**config.mk**
```make
export PLATFORM = sky130hd
export DESIGN_NAME = quadrature_tuning_knob_unit_flat
export DESIGN_NICKNAME = d
export VERILOG_FILES = /design/src/qtk_pkg.sv /design/src/qtk_in_if.sv /design/src/qtk_out_if.sv /design/src/qtk_core.sv /design/src/quadrature_tuning_knob_unit.sv /design/src/flat_wrapper.sv
export SDC_FILE = /design/constraint.sdc
export NUM_CORES = 1
export LEC_CHECK = 0
export BUFFER_PORTS_ARGS = -buffer_cell sky130_fd_sc_hd__buf_2
export CORE_MARGIN = 2
export CORE_UTILIZATION = 40
export DETAILED_ROUTE_END_ITERATION = 6
export PLACE_DENSITY = 0.59
export SLEW_MARGIN = 25
export SYNTH_ARGS = -nofsm -noshare
export SYNTH_HDL_FRONTEND = slang
export SYNTH_SLANG_ARGS = --single-unit
```
**constraint.sdc**
```tcl
create_clock -name clk_i -period 8.7 [get_ports clk_i]
set_clock_uncertainty 0.05 [all_clocks]
set_input_delay 1.74 -clock clk_i [delete_from_list [all_inputs] [get_ports clk_i]]
set_output_delay 1.74 -clock clk_i [all_outputs]
set_load 0.02 [all_outputs]
```
**src/qtk_pkg.sv**
```systemverilog
// Package: types, tables and constants of the quadrature tuning knob
package qtk_pkg;

  localparam int unsigned FreqW     = 29;
  localparam int unsigned StepSelW  = 2;
  localparam int unsigned StepHzW   = 17;
  localparam int unsigned NumSteps  = 4;
  localparam int unsigned CfgIdxW   = 1;

  typedef enum logic [CfgIdxW-1:0] {
    CfgBandLow  = 1'b0,
    CfgBandHigh = 1'b1
  } cfg_idx_e;

  localparam logic [FreqW-1:0] BandLowRst  = FreqW'(14000000);
  localparam logic [FreqW-1:0] BandHighRst = FreqW'(14350000);
  localparam logic [FreqW-1:0] FreqRst     = FreqW'(14074000);
  localparam logic [1:0]       PrevAbRst   = 2'b11;
  localparam logic [StepSelW-1:0] StepSelRst = StepSelW'(1);

  typedef logic signed [1:0] delta_t;

  // index is {prev_a, prev_b, cur_a, cur_b}
  localparam delta_t QuadTable [16] = '{
    2'sd0, -2'sd1, 2'sd1, 2'sd0, 2'sd1, 2'sd0, 2'sd0, -2'sd1,
    -2'sd1, 2'sd0, 2'sd0, 2'sd1, 2'sd0, 2'sd1, -2'sd1, 2'sd0
  };

  localparam logic [StepHzW-1:0] StepHz [4] = '{
    StepHzW'(100), StepHzW'(1000), StepHzW'(10000), StepHzW'(100000)
  };

  typedef struct packed {
    logic pin_a;
    logic pin_b;
    logic button_level;
  } sample_t;

  typedef struct packed {
    logic [FreqW-1:0]    tuned_hz;
    logic [StepSelW-1:0] step_index;
    logic                freq_changed;
    logic                step_changed;
  } result_t;

endpackage

```
**src/qtk_in_if.sv**
```systemverilog
// Input channel: one encoder and button sample per transfer
interface qtk_in_if;
  logic valid;
  logic ready;
  logic pin_a;
  logic pin_b;
  logic button_level;

  modport source (output valid, output pin_a, output pin_b, output button_level,
                  input ready);
  modport sink   (input valid, input pin_a, input pin_b, input button_level,
                  output ready);
endinterface

```
**src/qtk_out_if.sv**
```systemverilog
// Output channel: tuning result per transfer
interface qtk_out_if;
  logic                             valid;
  logic                             ready;
  logic [qtk_pkg::FreqW-1:0]        tuned_hz;
  logic [qtk_pkg::StepSelW-1:0]     step_index;
  logic                             freq_changed;
  logic                             step_changed;

  modport source (output valid, output tuned_hz, output step_index,
                  output freq_changed, output step_changed, input ready);
  modport sink   (input valid, input tuned_hz, input step_index,
                  input freq_changed, input step_changed, output ready);
endinterface

```
**src/qtk_core.sv**
```systemverilog
// Knob state and single-pass decode: button edge, quadrature table, add and clamp
module qtk_core (
  input  logic                        clk_i,
  input  logic                        rst_ni,
  input  logic                        advance_i,
  input  qtk_pkg::sample_t            sample_i,
  input  logic [qtk_pkg::FreqW-1:0]   band_low_i,
  input  logic [qtk_pkg::FreqW-1:0]   band_high_i,
  output qtk_pkg::result_t            result_o
);

  logic [1:0]                     prev_ab_q, prev_ab_d;
  logic                           prev_btn_q, prev_btn_d;
  logic [qtk_pkg::StepSelW-1:0]   step_sel_q, step_sel_d;
  logic [qtk_pkg::FreqW-1:0]      freq_q, freq_d;

  logic                           press;
  logic [3:0]                     step_inc;
  qtk_pkg::delta_t                delta;
  logic                           detent;
  logic [qtk_pkg::StepHzW-1:0]    step_hz;
  logic signed [30:0]             sum_s;
  logic signed [30:0]             low_s;
  logic signed [30:0]             high_s;
  logic signed [30:0]             clamp_s;

  always_comb begin
    press    = prev_btn_q & ~sample_i.button_level;
    step_inc = {2'b00, step_sel_q} + 4'd1;
    step_sel_d = step_sel_q;
    if (press) begin
      // wrap modulo the number of step sizes
      step_sel_d = (step_inc >= 4'(qtk_pkg::NumSteps)) ? '0 : step_inc[1:0];
    end
    prev_btn_d = sample_i.button_level;
    prev_ab_d  = {sample_i.pin_a, sample_i.pin_b};

    delta   = qtk_pkg::QuadTable[{prev_ab_q, sample_i.pin_a, sample_i.pin_b}];
    detent  = (delta != 2'sd0);
    step_hz = qtk_pkg::StepHz[step_sel_d];

    if (delta[1]) begin
      sum_s = $signed({2'b00, freq_q}) - $signed({14'd0, step_hz});
    end else begin
      sum_s = $signed({2'b00, freq_q}) + $signed({14'd0, step_hz});
    end
    low_s  = $signed({2'b00, band_low_i});
    high_s = $signed({2'b00, band_high_i});
    // raise to the low limit first, then lower to the high limit
    clamp_s = (sum_s < low_s) ? low_s : sum_s;
    if (clamp_s > high_s) begin
      clamp_s = high_s;
    end
    freq_d = detent ? clamp_s[qtk_pkg::FreqW-1:0] : freq_q;

    result_o.tuned_hz     = freq_d;
    result_o.step_index   = step_sel_d;
    result_o.freq_changed = detent;
    result_o.step_changed = press;
  end

  always_ff @(posedge clk_i or negedge rst_ni) begin
    if (!rst_ni) begin
      prev_ab_q  <= qtk_pkg::PrevAbRst;
      prev_btn_q <= 1'b1;
      step_sel_q <= qtk_pkg::StepSelRst;
      freq_q     <= qtk_pkg::FreqRst;
    end else if (advance_i) begin
      prev_ab_q  <= prev_ab_d;
      prev_btn_q <= prev_btn_d;
      step_sel_q <= step_sel_d;
      freq_q     <= freq_d;
    end
  end

endmodule

```
**src/quadrature_tuning_knob_unit.sv**
```systemverilog
// Top level: sample register, knob core, result register and band registers
//
//   channel   dir   transfer when          payload
//   in_i      in    valid & ready          pin_a, pin_b, button_level
//   out_o     out   valid & ready          tuned_hz, step_index, freq_changed, step_changed
//   cfg       in    cfg_we_i               cfg_idx_i, cfg_wdata_i
//
// One sample per cycle while out_o takes its results; a result passes through the sample register,
// then the result register, with decode/add/clamp in between.
// The result register and sample register stall together while out_o is not taken;
// in_i stays ready as long as the result register can move on.
// Reset restores the knob state and the band limits.
module quadrature_tuning_knob_unit (
  input  logic                              clk_i,
  input  logic                              rst_ni,
  qtk_in_if.sink                            in_i,
  qtk_out_if.source                         out_o,
  input  logic                              cfg_we_i,
  input  logic [qtk_pkg::CfgIdxW-1:0]       cfg_idx_i,
  input  logic [qtk_pkg::FreqW-1:0]         cfg_wdata_i
);

  logic                         smp_valid_q;
  qtk_pkg::sample_t             smp_q;
  logic                         res_valid_q;
  qtk_pkg::result_t             res_q;
  qtk_pkg::result_t             res_d;
  logic [qtk_pkg::FreqW-1:0]    band_low_q;
  logic [qtk_pkg::FreqW-1:0]    band_high_q;
  logic                         res_free;
  logic                         advance;
  logic                         in_fire;

  assign res_free  = ~res_valid_q | out_o.ready;
  assign advance   = smp_valid_q & res_free;
  assign in_i.ready = ~smp_valid_q | res_free;
  assign in_fire   = in_i.valid & in_i.ready;

  qtk_core u_core (
    .clk_i       (clk_i),
    .rst_ni      (rst_ni),
    .advance_i   (advance),
    .sample_i    (smp_q),
    .band_low_i  (band_low_q),
    .band_high_i (band_high_q),
    .result_o    (res_d)
  );

  always_ff @(posedge clk_i or negedge rst_ni) begin
    if (!rst_ni) begin
      smp_valid_q <= 1'b0;
      res_valid_q <= 1'b0;
      band_low_q  <= qtk_pkg::BandLowRst;
      band_high_q <= qtk_pkg::BandHighRst;
    end else begin
      if (in_i.ready) begin
        smp_valid_q <= in_i.valid;
      end
      if (res_free) begin
        res_valid_q <= smp_valid_q;
      end
      if (cfg_we_i) begin
        case (qtk_pkg::cfg_idx_e'(cfg_idx_i))
          qtk_pkg::CfgBandLow:  band_low_q  <= cfg_wdata_i;
          qtk_pkg::CfgBandHigh: band_high_q <= cfg_wdata_i;
          default: ;
        endcase
      end
    end
  end

  always_ff @(posedge clk_i) begin
    if (in_fire) begin
      smp_q <= '{pin_a: in_i.pin_a, pin_b: in_i.pin_b,
                 button_level: in_i.button_level};
    end
    if (advance) begin
      res_q <= res_d;
    end
  end

  assign out_o.valid        = res_valid_q;
  assign out_o.tuned_hz     = res_q.tuned_hz;
  assign out_o.step_index   = res_q.step_index;
  assign out_o.freq_changed = res_q.freq_changed;
  assign out_o.step_changed = res_q.step_changed;

endmodule

```
**src/flat_wrapper.sv**
```systemverilog
// flat-port wrapper written by rule: the top's interface ports become plain ports
module quadrature_tuning_knob_unit_flat 
  (clk_i, rst_ni, cfg_we_i, cfg_idx_i, cfg_wdata_i, in_i_valid, in_i_pin_a, in_i_pin_b, in_i_button_level, in_i_ready, out_o_valid, out_o_tuned_hz, out_o_step_index, out_o_freq_changed, out_o_step_changed, out_o_ready);
  qtk_in_if in_i_i ();
  qtk_out_if out_o_i ();
  input  logic clk_i;
  input  logic rst_ni;
  input  logic cfg_we_i;
  input  logic [qtk_pkg::CfgIdxW-1:0] cfg_idx_i;
  input  logic [qtk_pkg::FreqW-1:0] cfg_wdata_i;
  input wire logic [$bits(in_i_i.valid)-1:0] in_i_valid;
  input wire logic [$bits(in_i_i.pin_a)-1:0] in_i_pin_a;
  input wire logic [$bits(in_i_i.pin_b)-1:0] in_i_pin_b;
  input wire logic [$bits(in_i_i.button_level)-1:0] in_i_button_level;
  output wire logic [$bits(in_i_i.ready)-1:0] in_i_ready;
  output wire logic [$bits(out_o_i.valid)-1:0] out_o_valid;
  output wire logic [$bits(out_o_i.tuned_hz)-1:0] out_o_tuned_hz;
  output wire logic [$bits(out_o_i.step_index)-1:0] out_o_step_index;
  output wire logic [$bits(out_o_i.freq_changed)-1:0] out_o_freq_changed;
  output wire logic [$bits(out_o_i.step_changed)-1:0] out_o_step_changed;
  input wire logic [$bits(out_o_i.ready)-1:0] out_o_ready;
  assign in_i_i.valid = in_i_valid;
  assign in_i_i.pin_a = in_i_pin_a;
  assign in_i_i.pin_b = in_i_pin_b;
  assign in_i_i.button_level = in_i_button_level;
  assign in_i_ready = in_i_i.ready;
  assign out_o_valid = out_o_i.valid;
  assign out_o_tuned_hz = out_o_i.tuned_hz;
  assign out_o_step_index = out_o_i.step_index;
  assign out_o_freq_changed = out_o_i.freq_changed;
  assign out_o_step_changed = out_o_i.step_changed;
  assign out_o_i.ready = out_o_ready;
  quadrature_tuning_knob_unit u_core (.clk_i(clk_i), .rst_ni(rst_ni), .in_i(in_i_i), .out_o(out_o_i), .cfg_we_i(cfg_we_i), .cfg_idx_i(cfg_idx_i), .cfg_wdata_i(cfg_wdata_i));
endmodule
```
Word-level counts from Yosys, hierarchy flattened
Memory sizes are Yosys's and may differ from the RTL's.
Index checks and enable logic that the tools add are counted.

storage, ports and cells
  register bits = 130
  memory bits (read-only) = 32
  input bits = 38
  output and inout port bits = 35
  logic and storage cells = 49
  memories = 1

operators by class
  $add $sub $neg = 3
  $lt $le $gt $ge = 5
  mux-type cells = 11
  bitwise logic cells = 11
  reductions and logical operators = 3

memory list
  memory            depth  width  read ports  clocked after Yosys merged registers in  write ports  line            RTL
  (name not given)  16     2      1           0                                        0            qtk_core.sv:38  delta = qtk_pkg::QuadTable[{prev_ab_q, sample_i.pin_a, sample_i.pin_b}];

operators with widths
  kind                                          number
  two-way mux 31 bit                            2
  two-way mux 29 bit                            2
  binary-select mux 17 bit (select 2 bit)       1
  two-way mux 17 bit                            2
  > comparator 31 x 30 -> 1 bit                 1
  less-than comparator 31 x 30 -> 1 bit         1
  adder 29 x 17 -> 30 bit                       1
  subtractor 29 x 17 -> 30 bit                  1
  two-way mux 2 bit                             4
  >= comparator 3 bit (second input constant)   2
  >= comparator 5 bit (second input constant)   1
  inverter 4 -> 5 bit                           1
  inverter 1 bit                                4
  AND reduction 2 bit                           2
  adder 2 x 1 -> 3 bit (second input constant)  1
  AND 1 bit                                     3
  inverter 2 -> 3 bit                           1
  OR 1 bit                                      2
  nonzero test 2 bit                            1

Logic depth before layout (Yosys ltp)
  depth in word-level cells = 15
  gate-level depth with buffers = 42
  depth with buffers taken out = 38

Hierarchy
Synthesis repeated with hierarchy kept, for this count alone.

second synthesis, totals
  cell total of the unflattened synthesis = 1,009
  area, all modules = 9,651.8 µm²

modules (own cells, without submodules)
  module                       instances  cells each  area an instance (µm²)  sequential area each (µm²)
  qtk_core                     1          841         6,190.9                 867.1
  quadrature_tuning_knob_unit  1          168         3,460.8                 2,615.0

Least setup slack after synthesis
OpenSTA, ideal clock, no wires.

  kind = register to register
  start point = register u_core.u_core.prev_btn_q
  end point = register u_core.res_q (netlist bit u_core.out_o.tuned_hz[22]), data pin
  setup time = 0.270 ns
  data arrival time = 7.853 ns
  data required time = 8.380 ns
  setup slack = 0.527 ns
  stages on the path, launching flop included = 39
  buffers on the path = 4
  cells stage by stage = dfstp_2 -> nor2b_1 -> mux2i_1 -> inv_1 -> ha_1 -> inv_1 -> ha_1 -> clkbuf_1 -> o21ai_0 -> a31oi_1 -> or4_4 -> a31oi_4 -> nand2_2 -> o32ai_4 -> xor2_2 -> ha_1 -> a21o_1 -> a21o_1 -> (+3 left out) -> nand2_1 -> a31oi_1 -> ha_1 -> clkbuf_1 -> inv_1 -> clkbuf_1 -> mux2_2 -> ha_1 -> and4_1 -> a21oi_1 -> a21oi_1 -> o41a_1 -> o31a_1 -> a21oi_2 -> buf_6 -> nor2_1 -> a221oi_1 -> a21oi_1

RTL lines
  what                    line                               RTL
  from (decl)             qtk_core.sv:13                     logic prev_btn_q, prev_btn_d;
  from (signal assigned)  qtk_core.sv:70                     prev_btn_q <= prev_btn_d;
  to (signal assigned)    quadrature_tuning_knob_unit.sv:78  res_q <= res_d;
  to (decl)               quadrature_tuning_knob_unit.sv:26  qtk_pkg::result_t res_q;

==> run metrics <==
status finished, final reports clean; clk buf depth 2; most frequent cell after synthesis nand2_1; TritonCTS buffer count 17; power per cell area 464 mW/mm^2; cell taking the most area after synthesis dfrtp_1; initial core utilization 40.7%; Hold Vio Cnt, Final 0; share of layout cells above drive strength 1 26.5%; VDD IR max 0.145 mV; HP Class reg2reg; synthesis-to-finish area growth 19.1%; IO Port Bufs 72; CTS tree done; fraction of synthesized area in multiplexers 7.64%; largest net degree at the start of global routing 71; vias per inst 5.46; final period demand of the worst path 8.36 ns; Place WS -0.377 ns; cell count after synthesis 1005; die extent in y 156 um; Reg clk slew, reported paths 0.06 ns; later-pin clock latency in the skew report 0.42 ns; Placeable Area 0.0226 sq mm; Layout Nets 1235; synthesized area 0.00922 sq mm; ys async rst share 72.3%; GR Overflow Total 0; CP Class reg2reg; Max-Cap Viols 0; Critical Path AT 8.51 ns; Synth Flop Type dfrtp_1; leakage 0.00496 uW; first-pass GRT wire length 39.7 mm; DR DRC count 0; clk sinks 130; # diodes 0; Setup crit end kind flop; ANT nets after route 0; GP Congestion 0.938; area share of fa/ha/maj cells after synthesis 13.6%; Post-synth EDFFs 36; WL per Instance 18.3 um; Worst slew margin 40.6%; final worst slack 0.343 ns; largest family of logic cells by synthesized area compound AO/OA/AOI/OAI gates; worst-path maximum fanout 16; slowest cell delay on critical path 0.52 ns; syn_nets 1142; commonest cells in the netlist nand2_1, ha_1, inv_1, o21ai_0, nor2_1; Worst Path Required 8.85 ns; Synth Area in Compound Gates 17.9%; CTS H-tree lvls 4; Synth Area in Simple Gates 14.6%; syn_area_per_cell 9.18 sq um; pins over their slew limit 0; share of the synthesized area in the top cell type 14.9%; DP Wirelength 18.8 mm; Worst path slowest cell dfstp_2; Worst Tran Pin Value 0.891 ns; initial antenna violation count 0; Final Cycle Share 96.1%; sum of routed wire length over all layers 25.5 mm; Max Fclk 0.120 GHz; top cells by area, synth dfrtp_1, ha_1, edfxtp_1, dfstp_2, mux2_2; Rows 55; CTS Root Cell clkbuf_16; sequential-to-total area share from yosys stat 37.8%; flops & latches, synth 130; Setup crit start kind flop; via count 7622; IO Pins 73; vias in the first global route 7151; TNS Setup 0 ns; Unique masters post-synth 73; GRT Util Overall 21.2%; CP most frequent cell ha_1; drt pass-1 iters 5; Setup violations, final 0; yosys warns 0; 1st-iter DRT viols 690; die area 0.0243 sq mm; Post-Synth XOR/XNOR Area 2.74%; Layout fillers 2180; width of the die 156 um
## worst max-delay path, delay by kind of cell, from the launching register on
family          cells  cell delay (ns)
compound gates     13             3.09
fa+ha+maj           5             1.41
buf+inv             8             1.15
simple gates        7             0.87
mux                 2             0.64
flops               1             0.52
xor+xnor            1             0.35
## logic make-up (layout without fill, tap and decap cells)
logic type	count (synthesis)	in the layout
AOI/OAI and AO/OA	265	265
xor gates and xnor gates	28	28
adders and majority gates	99	99
buffers and inverters	132	238
DFF	130	130
muxes	63	63
and+or+nand+nor	288	288
## stage by stage
step	std cells	hold slack (ns)	util, %	power (uW)	instance area (sq um)
final	1396	0.444	48.5	5090	11000
after global routing	1396	0.480	48.5	5490	11000
after CTS	1388	0.445	47.3	4810	10700
after detailed placement	1355	0.444	44.5	4030	10100
after global placement	1354	0.425	44.4	4010	10100
after floorplan	1005	0.407	-	3090	9220
## flip-flops by register name (all words and copies together) (netlist names)
signal,cells
u_core.u_core.prev_ab_q,2
u_core.smp_valid_q,1
u_core.out_o.tuned_hz,29
u_core.band_low_q,29
u_core.u_core.step_sel_q,2
u_core.u_core.freq_q,29
u_core.u_core.prev_btn_q,1
u_core.band_high_q,29
u_core.out_o.valid,1
u_core.out_o.freq_changed,1
u_core.out_o.step_changed,1
u_core.smp_q,3
u_core.out_o.step_index,2
## per-layer routing
layer	share of wire (%)	up-vias	track usage, %
met1	51	3636	32.4
met2	42	218	30.5
li1	-	3732	-
met5	0	-	0
met3	4.9	36	3.50
met4	1.9	0	6.60
## cell type report
class	instances	area, sq um	area share, %
clock inverter	11	125	1.14
inverter	86	323	2.94
tap	285	357	3.25
multi-input combinational	743	5430	49.4
timing repair buffer	120	797	7.26
sequential	130	3480	31.7
clock buffer	21	472	4.30
## report_power, final
group	switching (uW)	total (uW)	internal [uW]
logic	1930	3290	1370
clock network	287	735	448
registers	183	1060	882
## final timing paths
path,start,depth (start not counted),slack (ns),to
setup / recovery,u_core.u_core.prev_btn_q,36,0.34,u_core.out_o.tuned_hz[15]
hold / removal,u_core.smp_valid_q,1,0.44,u_core.out_o.valid
setup reg to reg,u_core.u_core.prev_btn_q,36,0.34,u_core.out_o.tuned_hz[15]
hold reg to reg,u_core.smp_valid_q,1,0.44,u_core.out_o.valid
max in group asynchronous,rst_ni,2,6.17,u_core.u_core.freq_q[12]
min in group asynchronous,rst_ni,1,1.20,u_core.u_core.step_sel_q[1]
## cells in the final DEF (no fill, tap or decap), types with 7 or more instances in the layout
master and instances:
a21oi_1 59, nor2_1 70, o21ai_1 14, xor2_1 10
nor3_1 13, a31oi_1 7, dfstp_2 39, buf_2 71
buf_4 42, dfrtp_1 55, ha_1 92, a21o_1 15
o31ai_1 20, mux2i_1 10, nand3_1 11, xnor2_1 13
o21ai_0 82, edfxtp_1 36, nor2b_1 10, a21oi_2 9
nand2b_1 15, mux2_2 49, nand2_1 112, clkbuf_16 19
inv_1 83
## repair_timing
item / CTS / global route
resized for setup: 7 / 46
pin swaps: 1 / 13
cloned: 0 / 1
hold buffers: 0 / 0
buffers inserted: 1 / 7
setup endpoints to repair: 25 / 58
No activity file was read; power rests on OpenSTA's default activity.
